## src/coverage_alpha_blend_blit_macros.svh

```systemverilog
// Assertion macros used by the blitter RTL.
`ifndef COVERAGE_ALPHA_BLEND_BLIT_MACROS_SVH
`define COVERAGE_ALPHA_BLEND_BLIT_MACROS_SVH

// Same-cycle implication, checked at every rising edge outside reset.
`define CABB_ASSERT_NOW(label, ante, cons, msg) \
  label: assert property (@(posedge clk) disable iff (rst) (ante) |-> (cons)) else $error(msg);

// Next-cycle implication, checked at every rising edge outside reset.
`define CABB_ASSERT_NEXT(label, ante, cons, msg) \
  label: assert property (@(posedge clk) disable iff (rst) (ante) |=> (cons)) else $error(msg);

`endif

```

## src/cabb_pkg.sv

```systemverilog
package cabb_pkg;

  // Field widths of the pixel stream.
  localparam int COV_W   = 8;
  localparam int COLOR_W = 24;
  localparam int CHAN_W  = 8;
  localparam int NCHAN   = 3;
  localparam int POS_W   = 12;
  localparam int PIX_W   = 13;
  localparam int DIM_W   = 13;

  // Configuration port.
  localparam int CFG_IDX_W  = 3;
  localparam int CFG_DATA_W = 24;

  localparam logic [CFG_IDX_W-1:0] REG_BRUSH_COLOR = 3'd0;
  localparam logic [CFG_IDX_W-1:0] REG_DEST_LEFT   = 3'd1;
  localparam logic [CFG_IDX_W-1:0] REG_DEST_TOP    = 3'd2;
  localparam logic [CFG_IDX_W-1:0] REG_RECT_WIDTH  = 3'd3;
  localparam logic [CFG_IDX_W-1:0] REG_RECT_HEIGHT = 3'd4;

  // Coverage codes with special meaning.
  localparam logic [COV_W-1:0] COV_NONE = 8'h00;
  localparam logic [COV_W-1:0] COV_FULL = 8'hff;

  localparam int MAX_DIM_DEF = 4096;

  // One finished pixel write.
  typedef struct packed {
    logic               write_enable;
    logic [COLOR_W-1:0] pixel_color;
    logic [PIX_W-1:0]   pixel_x;
    logic [PIX_W-1:0]   pixel_y;
    logic               last;
  } res_t;

  // bg + floor(cov * (br - bg) / 256), kept modulo 256. The low byte of the
  // arithmetic shift equals bits 15:8 of the signed product.
  function automatic logic [CHAN_W-1:0] blend_channel(
    input logic [COV_W-1:0]  cov,
    input logic [CHAN_W-1:0] br,
    input logic [CHAN_W-1:0] bg
  );
    logic signed [CHAN_W:0]     diff;
    logic signed [2*CHAN_W+1:0] prod;
    diff = $signed({1'b0, br}) - $signed({1'b0, bg});
    prod = (2*CHAN_W+2)'($signed({1'b0, cov})) * (2*CHAN_W+2)'(diff);
    return bg + prod[2*CHAN_W-1:CHAN_W];
  endfunction

endpackage

```

## src/coverage_alpha_blend_blit.sv

```systemverilog
// Pixels are registered at the output; the blend is three 9x9 signed multiplies.
// Throughput: one pixel per cycle while the skid register is empty.
// An output register backed by a one-entry skid register keeps input acceptance going
// for one more pixel while the output is stalled.
// Reset (synchronous, active high) clears the counters, the valid flags and the
// configuration registers; rectangle width and height reset to one.
`include "coverage_alpha_blend_blit_macros.svh"

module coverage_alpha_blend_blit #(
  parameter int MAX_DIM = cabb_pkg::MAX_DIM_DEF
) (
  input  logic                            clk,
  input  logic                            rst,
  input  logic                            cfg_we,
  input  logic [cabb_pkg::CFG_IDX_W-1:0]  cfg_index,
  input  logic [cabb_pkg::CFG_DATA_W-1:0] cfg_data,
  input  logic                            in_valid,
  output logic                            in_ready,
  input  logic [cabb_pkg::COV_W-1:0]      coverage,
  input  logic [cabb_pkg::COLOR_W-1:0]    background,
  output logic                            out_valid,
  input  logic                            out_ready,
  output logic                            write_enable,
  output logic [cabb_pkg::COLOR_W-1:0]    pixel_color,
  output logic [cabb_pkg::PIX_W-1:0]      pixel_x,
  output logic [cabb_pkg::PIX_W-1:0]      pixel_y,
  output logic                            last
);
  import cabb_pkg::*;

  localparam int CNT_W = $clog2(MAX_DIM);
  localparam int CMP_W = (CNT_W + 1 > DIM_W) ? CNT_W + 1 : DIM_W;

  logic [COLOR_W-1:0] brush_color;
  logic [POS_W-1:0]   dest_left;
  logic [POS_W-1:0]   dest_top;
  logic [DIM_W-1:0]   rect_width;
  logic [DIM_W-1:0]   rect_height;

  logic [CNT_W-1:0] column;
  logic [CNT_W-1:0] row;
  logic [CNT_W-1:0] column_next;
  logic [CNT_W-1:0] row_next;

  logic [CMP_W-1:0] width_eff;
  logic [CMP_W-1:0] height_eff;
  logic             row_end;
  logic             col_end;
  logic             in_fire;
  logic             out_fire;

  res_t res_comb;
  res_t out_res;
  res_t skid_res;
  logic skid_valid;

  // Configuration register writes.
  always_ff @(posedge clk) begin
    if (rst) begin
      brush_color <= '0;
      dest_left   <= '0;
      dest_top    <= '0;
      rect_width  <= DIM_W'(1);
      rect_height <= DIM_W'(1);
    end else if (cfg_we) begin
      unique case (cfg_index)
        REG_BRUSH_COLOR: brush_color <= cfg_data[COLOR_W-1:0];
        REG_DEST_LEFT:   dest_left   <= cfg_data[POS_W-1:0];
        REG_DEST_TOP:    dest_top    <= cfg_data[POS_W-1:0];
        REG_RECT_WIDTH:  rect_width  <= cfg_data[DIM_W-1:0];
        REG_RECT_HEIGHT: rect_height <= cfg_data[DIM_W-1:0];
        default: ;
      endcase
    end
  end

  // Effective size: zero acts as one, anything above the maximum acts as the maximum.
  always_comb begin
    if (rect_width == '0) begin
      width_eff = CMP_W'(1);
    end else if (CMP_W'(rect_width) > CMP_W'(MAX_DIM)) begin
      width_eff = CMP_W'(MAX_DIM);
    end else begin
      width_eff = CMP_W'(rect_width);
    end
    if (rect_height == '0) begin
      height_eff = CMP_W'(1);
    end else if (CMP_W'(rect_height) > CMP_W'(MAX_DIM)) begin
      height_eff = CMP_W'(MAX_DIM);
    end else begin
      height_eff = CMP_W'(rect_height);
    end
  end

  // Raster position. A counter at or past a shrunken size counts as at its end.
  assign row_end = (CMP_W'(column) + CMP_W'(1)) >= width_eff;
  assign col_end = (CMP_W'(row) + CMP_W'(1)) >= height_eff;

  always_comb begin
    column_next = column + CNT_W'(1);
    row_next    = row;
    if (row_end) begin
      column_next = '0;
      row_next    = col_end ? '0 : row + CNT_W'(1);
    end
  end

  // Per-pixel blend and address.
  always_comb begin
    res_comb.write_enable = (coverage != COV_NONE);
    res_comb.pixel_color  = '0;
    if (coverage == COV_FULL) begin
      res_comb.pixel_color = brush_color;
    end else if (coverage != COV_NONE) begin
      for (int k = 0; k < NCHAN; k++) begin
        res_comb.pixel_color[k*CHAN_W +: CHAN_W] =
          blend_channel(coverage, brush_color[k*CHAN_W +: CHAN_W],
                        background[k*CHAN_W +: CHAN_W]);
      end
    end
    res_comb.pixel_x = PIX_W'(CMP_W'(dest_left) + CMP_W'(column));
    res_comb.pixel_y = PIX_W'(CMP_W'(dest_top) + CMP_W'(row));
    res_comb.last    = row_end && col_end;
  end

  assign in_ready = !skid_valid;
  assign in_fire  = in_valid && in_ready;
  assign out_fire = out_valid && out_ready;

  // Counters advance once per accepted transaction.
  always_ff @(posedge clk) begin
    if (rst) begin
      column <= '0;
      row    <= '0;
    end else if (in_fire) begin
      column <= column_next;
      row    <= row_next;
    end
  end

  // Output register with a skid entry behind it.
  always_ff @(posedge clk) begin
    if (rst) begin
      out_valid  <= 1'b0;
      skid_valid <= 1'b0;
    end else begin
      if (out_valid && !out_fire) begin
        if (in_fire) begin
          skid_valid <= 1'b1;
        end
      end else if (skid_valid) begin
        out_valid  <= 1'b1;
        skid_valid <= 1'b0;
      end else begin
        out_valid <= in_fire;
      end
    end
  end

  always_ff @(posedge clk) begin
    if (out_valid && !out_fire) begin
      if (in_fire) begin
        skid_res <= res_comb;
      end
    end else if (skid_valid) begin
      out_res <= skid_res;
    end else if (in_fire) begin
      out_res <= res_comb;
    end
  end

  assign write_enable = out_res.write_enable;
  assign pixel_color  = out_res.pixel_color;
  assign pixel_x      = out_res.pixel_x;
  assign pixel_y      = out_res.pixel_y;
  assign last         = out_res.last;

  // A waiting skid entry always sits behind a held output.
  `CABB_ASSERT_NOW(a_skid_behind_out, skid_valid, out_valid, "skid entry without output entry")
  // A pixel that writes nothing carries a zero color.
  `CABB_ASSERT_NOW(a_no_write_zero, out_valid && !write_enable, pixel_color == '0, "color set on skipped pixel")
  // The final pixel returns the raster position to the origin.
  `CABB_ASSERT_NEXT(a_last_wraps, in_fire && res_comb.last, column == '0 && row == '0, "counters not cleared after last pixel")
  // Inside a row the column steps by one.
  `CABB_ASSERT_NEXT(a_column_step, in_fire && !row_end, column == CNT_W'($past(column) + CNT_W'(1)), "column did not advance by one")

endmodule
```

## config.mk

```make
export PLATFORM = sky130hd
export DESIGN_NAME = coverage_alpha_blend_blit
export DESIGN_NICKNAME = d
export VERILOG_FILES = /design/src/cabb_pkg.sv /design/src/coverage_alpha_blend_blit.sv
export VERILOG_INCLUDE_DIRS = /design/src /design/src/src
export SDC_FILE = /design/constraint.sdc
export NUM_CORES = 1
export LEC_CHECK = 0
export BUFFER_PORTS_ARGS = -buffer_cell sky130_fd_sc_hd__buf_2
export CORE_ASPECT_RATIO = 0.5
export CORE_MARGIN = 1
export CORE_UTILIZATION = 40
export CTS_CLUSTER_DIAMETER = 120
export DETAILED_ROUTE_END_ITERATION = 16
export PLACE_DENSITY_LB_ADDON = 0.3
export SYNTH_ARGS = -nofsm -noshare
export SYNTH_HDL_FRONTEND = slang
export SYNTH_SLANG_ARGS = --single-unit
```

## constraint.sdc

```tcl
create_clock -name clk -period 15.5 [get_ports clk]
set_input_delay 4.65 -clock clk [delete_from_list [all_inputs] [get_ports clk]]
set_output_delay 4.65 -clock clk [all_outputs]
set_load 0.05 [all_outputs]
```

==> flow_summary.json <==
{
  "fin_crit_ns": 12.62,
  "cts_root_buffer": "clkbuf_16",
  "synth_nets": 2420,
  "worst-path-max-fanout": 8,
  "yosys_warnings": 0,
  "peakVddDrop_mv": 0.239,
  "hpwl_mm": 33.1,
  "regToRegEndpoint": "pixel_color[7]",
  "final_common_cell": "nand2_1",
  "fin_skew_ns": 0.0256,
  "dieArea_mm2": 0.0468,
  "cts_buffers": 23,
  "crit_path_start": "background[17]",
  "worst_pin_slew_ns": 1.03,
  "antenna_found_initial": 1,
  "cp.required_ns": 15.78,
  "synth_top_area_share_pct": 17.0,
  "hold_violations": 0,
  "cts_setup_buffers": 0,
  "leakage_uw": 0.00926,
  "htreeDepth": 1,
  "ys.flop_type": "edfxtp_1",
  "clkTransAtPathRegs_ns": 0.07,
  "synth_edf_count": 104,
  "syn_area_per_cell_um2": 9.17,
  "finalCritPeriodShare_pct": 81.4,
  "core-area_mm2": 0.0452,
  "worstSetupEndpointType": "flop",
  "syn_to_final_growth_pct": 10.3,
  "io_pins": 118,
  "clock_latency_ns": 0.53,
  "setup_viol": 0,
  "num-fill-cells": 4350,
  "cts_resized": 0,
  "fmax_mhz": 79.2,
  "p_comb_share_pct": 70.1,
  "seqCellArea_mm2": 0.00512,
  "r2r_cells": 33,
  "synth_cell_types": 65,
  "drcViolationCount": 0,
  "start_util_pct": 40.6,
  "endpoint": "pixel_color[23]",
  "drt_first_pass_iters": 5,
  "critPathMaxStageDelay_ns": 0.54,
  "synth_top_cell_by_area": "edfxtp_1",
  "swShare_pct": 43.7,
  "ant_nets": 0,
  "rsz0062_at_grt": "no",
  "cp-start-kind": "input port",
  "grt_pass1_vias": 13500,
  "multi_input_area_mm2": 0.0122,
  "drt_wl_total_mm": 44.1,
  "cp.arrival_ns": 12.91,
  "relSlewSlack_pct": 30.9,
  "overflow": 0,
  "status": "finished, final reports clean",
  "cp_slowest_cell": "fa_1",
  "p_clk_share_pct": 11.0,
  "grt_start_max_net_pins": 73,
  "vias_per_cell": 5.09,
  "drtIter0Drc": 872,
  "n_antenna_cell": 0,
  "wire_per_inst_um": 16.4,
  "nNetsFinal": 2496,
  "synth_area_leaders": "edfxtp_1 17%, ha_1 15%, fa_1 15%",
  "routabilityCongestion": 0.842,
  "crit_top_cell": "fa_1",
  "min_path_type": "flop to flop",
  "tns_ns": 0,
  "ys_seq_area_share_pct": 27.9,
  "die_y_um": 153,
  "grt_usage_pct": 19.0,
  "clock_sinks": 204,
  "async_reset_ff_share_pct": 0,
  "slew_viol_final": 0,
  "grt_pass1_wl_mm": 72.1,
  "power.total_uw": 4900,
  "cts_hold_buf": 0,
  "drive_above_1_share_pct": 10.3,
  "layout_common_cells": "334 x nand2_1, 219 x ha_1, 193 x inv_1",
  "crit_type": "input port to flop",
  "cts_tree": "yes",
  "io_buffers": 117,
  "syn_area_mm2": 0.0184,
  "vias": 13700,
  "p_sw_uw": 2140,
  "syn_inst": 2003,
  "die_width_um": 305,
  "cts_buffer_depth": 3,
  "drv_cap": 0,
  "r2r_slack_ns": 6.74,
  "p_int_uw": 2760,
  "rows": 55,
  "r2r_start": "brush_color[1]",
  "seq_power_share_pct": 19.0,
  "cellPowerDensity_mw_per_mm2": 242,
  "synth-seq-cells": 204
}
[kinds of logic after synthesis]
kind of cell,count (synthesis),synth area share (%)
AND/OR/NAND/NOR,726,19.2
multiplexers,56,3.31
AO/OA/AOI/OAI,292,9.54
XOR/XNOR,101,4.93
buffers and inverters,271,5.56
flip-flops,204,27.9
adder cells (fa/ha/maj),353,29.5
[sequential cells by signal, summed over array words and instances, names as in the netlist, 12 cells and up]
signal and cells:
rect_height 13, pixel_color 24, pixel_x 13, column 12, skid_res 52, dest_left 12
row 12, pixel_y 13, rect_width 13, dest_top 12, brush_color 24
[synthesized netlist by cell type, types with 8 or more instances]
cell type	number
fa_1	134
nand4_1	9
o21a_1	13
nand3_1	29
nand2b_1	77
and2_1	95
a21o_1	26
nor2_1	71
nand3b_1	16
and3_1	18
xor2_1	38
nor2b_1	27
edfxtp_1	104
nor4_1	8
dfxtp_1	100
mux2_2	32
o21ai_1	34
nand2_1	334
or2_2	8
xnor2_1	61
ha_1	219
inv_1	194
o21ai_0	30
a21oi_1	130
clkbuf_1	70
mux2i_1	18
nor3_1	15
[routing by layer]
layer  routed length [um]  GRT usage (%)  vias up
met5                   11              0        -
li1                     -              -     6818
met3                 1350           1.25       31
met1                21200           26.9     6663
met2                21000           32.8      198
met4                  458           2.50        2
[layout make-up]
cell class / instances / area share [%]
inverter: 194 / 3.60
clock inverter: 11 / 0.643
timing repair buffer: 128 / 3.31
clock buffer: 30 / 3.02
sequential: 204 / 25.3
tap: 598 / 3.70
multi-input combinational: 1528 / 60.4
[power groups by stage]
| stage | sequential, uW | clock, uW | combinational, uW |
|---|---|---|---|
| detailed placement | 941 | 0 | 3380 |
| CTS | 930 | 545 | 3430 |
| global placement | 940 | 0 | 3330 |
| finish | 930 | 538 | 3430 |
| global route | 938 | 567 | 3860 |
| floorplan | 1070 | 0 | 2480 |
[through the flow]
| step | util (%) | setup slack [ns] | hold slack [ns] | cell area (um2) | instances |
|---|---|---|---|---|---|
| floorplan | - | 2.97 | 0.438 | 18400 | 2003 |
| global placement | 43.1 | 2.37 | 0.447 | 19500 | 2652 |
| detailed placement | 43.1 | 2.34 | 0.453 | 19500 | 2652 |
| CTS | 44.8 | 2.86 | 0.462 | 20200 | 2693 |
| global route | 44.8 | 2.25 | 0.483 | 20200 | 2693 |
| finish | 44.8 | 2.88 | 0.458 | 20200 | 2693 |
[worst max-delay path: cells and delay by family]
| family | cells | cell delay, ns |
|---|---|---|
| buf+inv | 5 | 0.33 |
| mux | 1 | 0.40 |
| fa+ha+maj | 8 | 3.51 |
| compound gates | 13 | 2.98 |
| xor+xnor | 4 | 0.57 |
| simple gates | 4 | 0.46 |
[how the worst min path moves through the flow]
stage	from	to	slack, ns	cells past startpoint
2_1_floorplan	rect_height[0]	rect_height[0]	0.44	2
3_3_place_gp	dest_left[9]	dest_left[9]	0.45	2
3_5_place_dp	dest_left[7]	dest_left[7]	0.45	2
4_1_cts	dest_left[10]	dest_left[10]	0.46	2
5_1_grt	dest_left[4]	dest_left[4]	0.48	2
6_report	dest_left[4]	dest_left[4]	0.46	2
No activity file was read; power rests on OpenSTA's default activity.
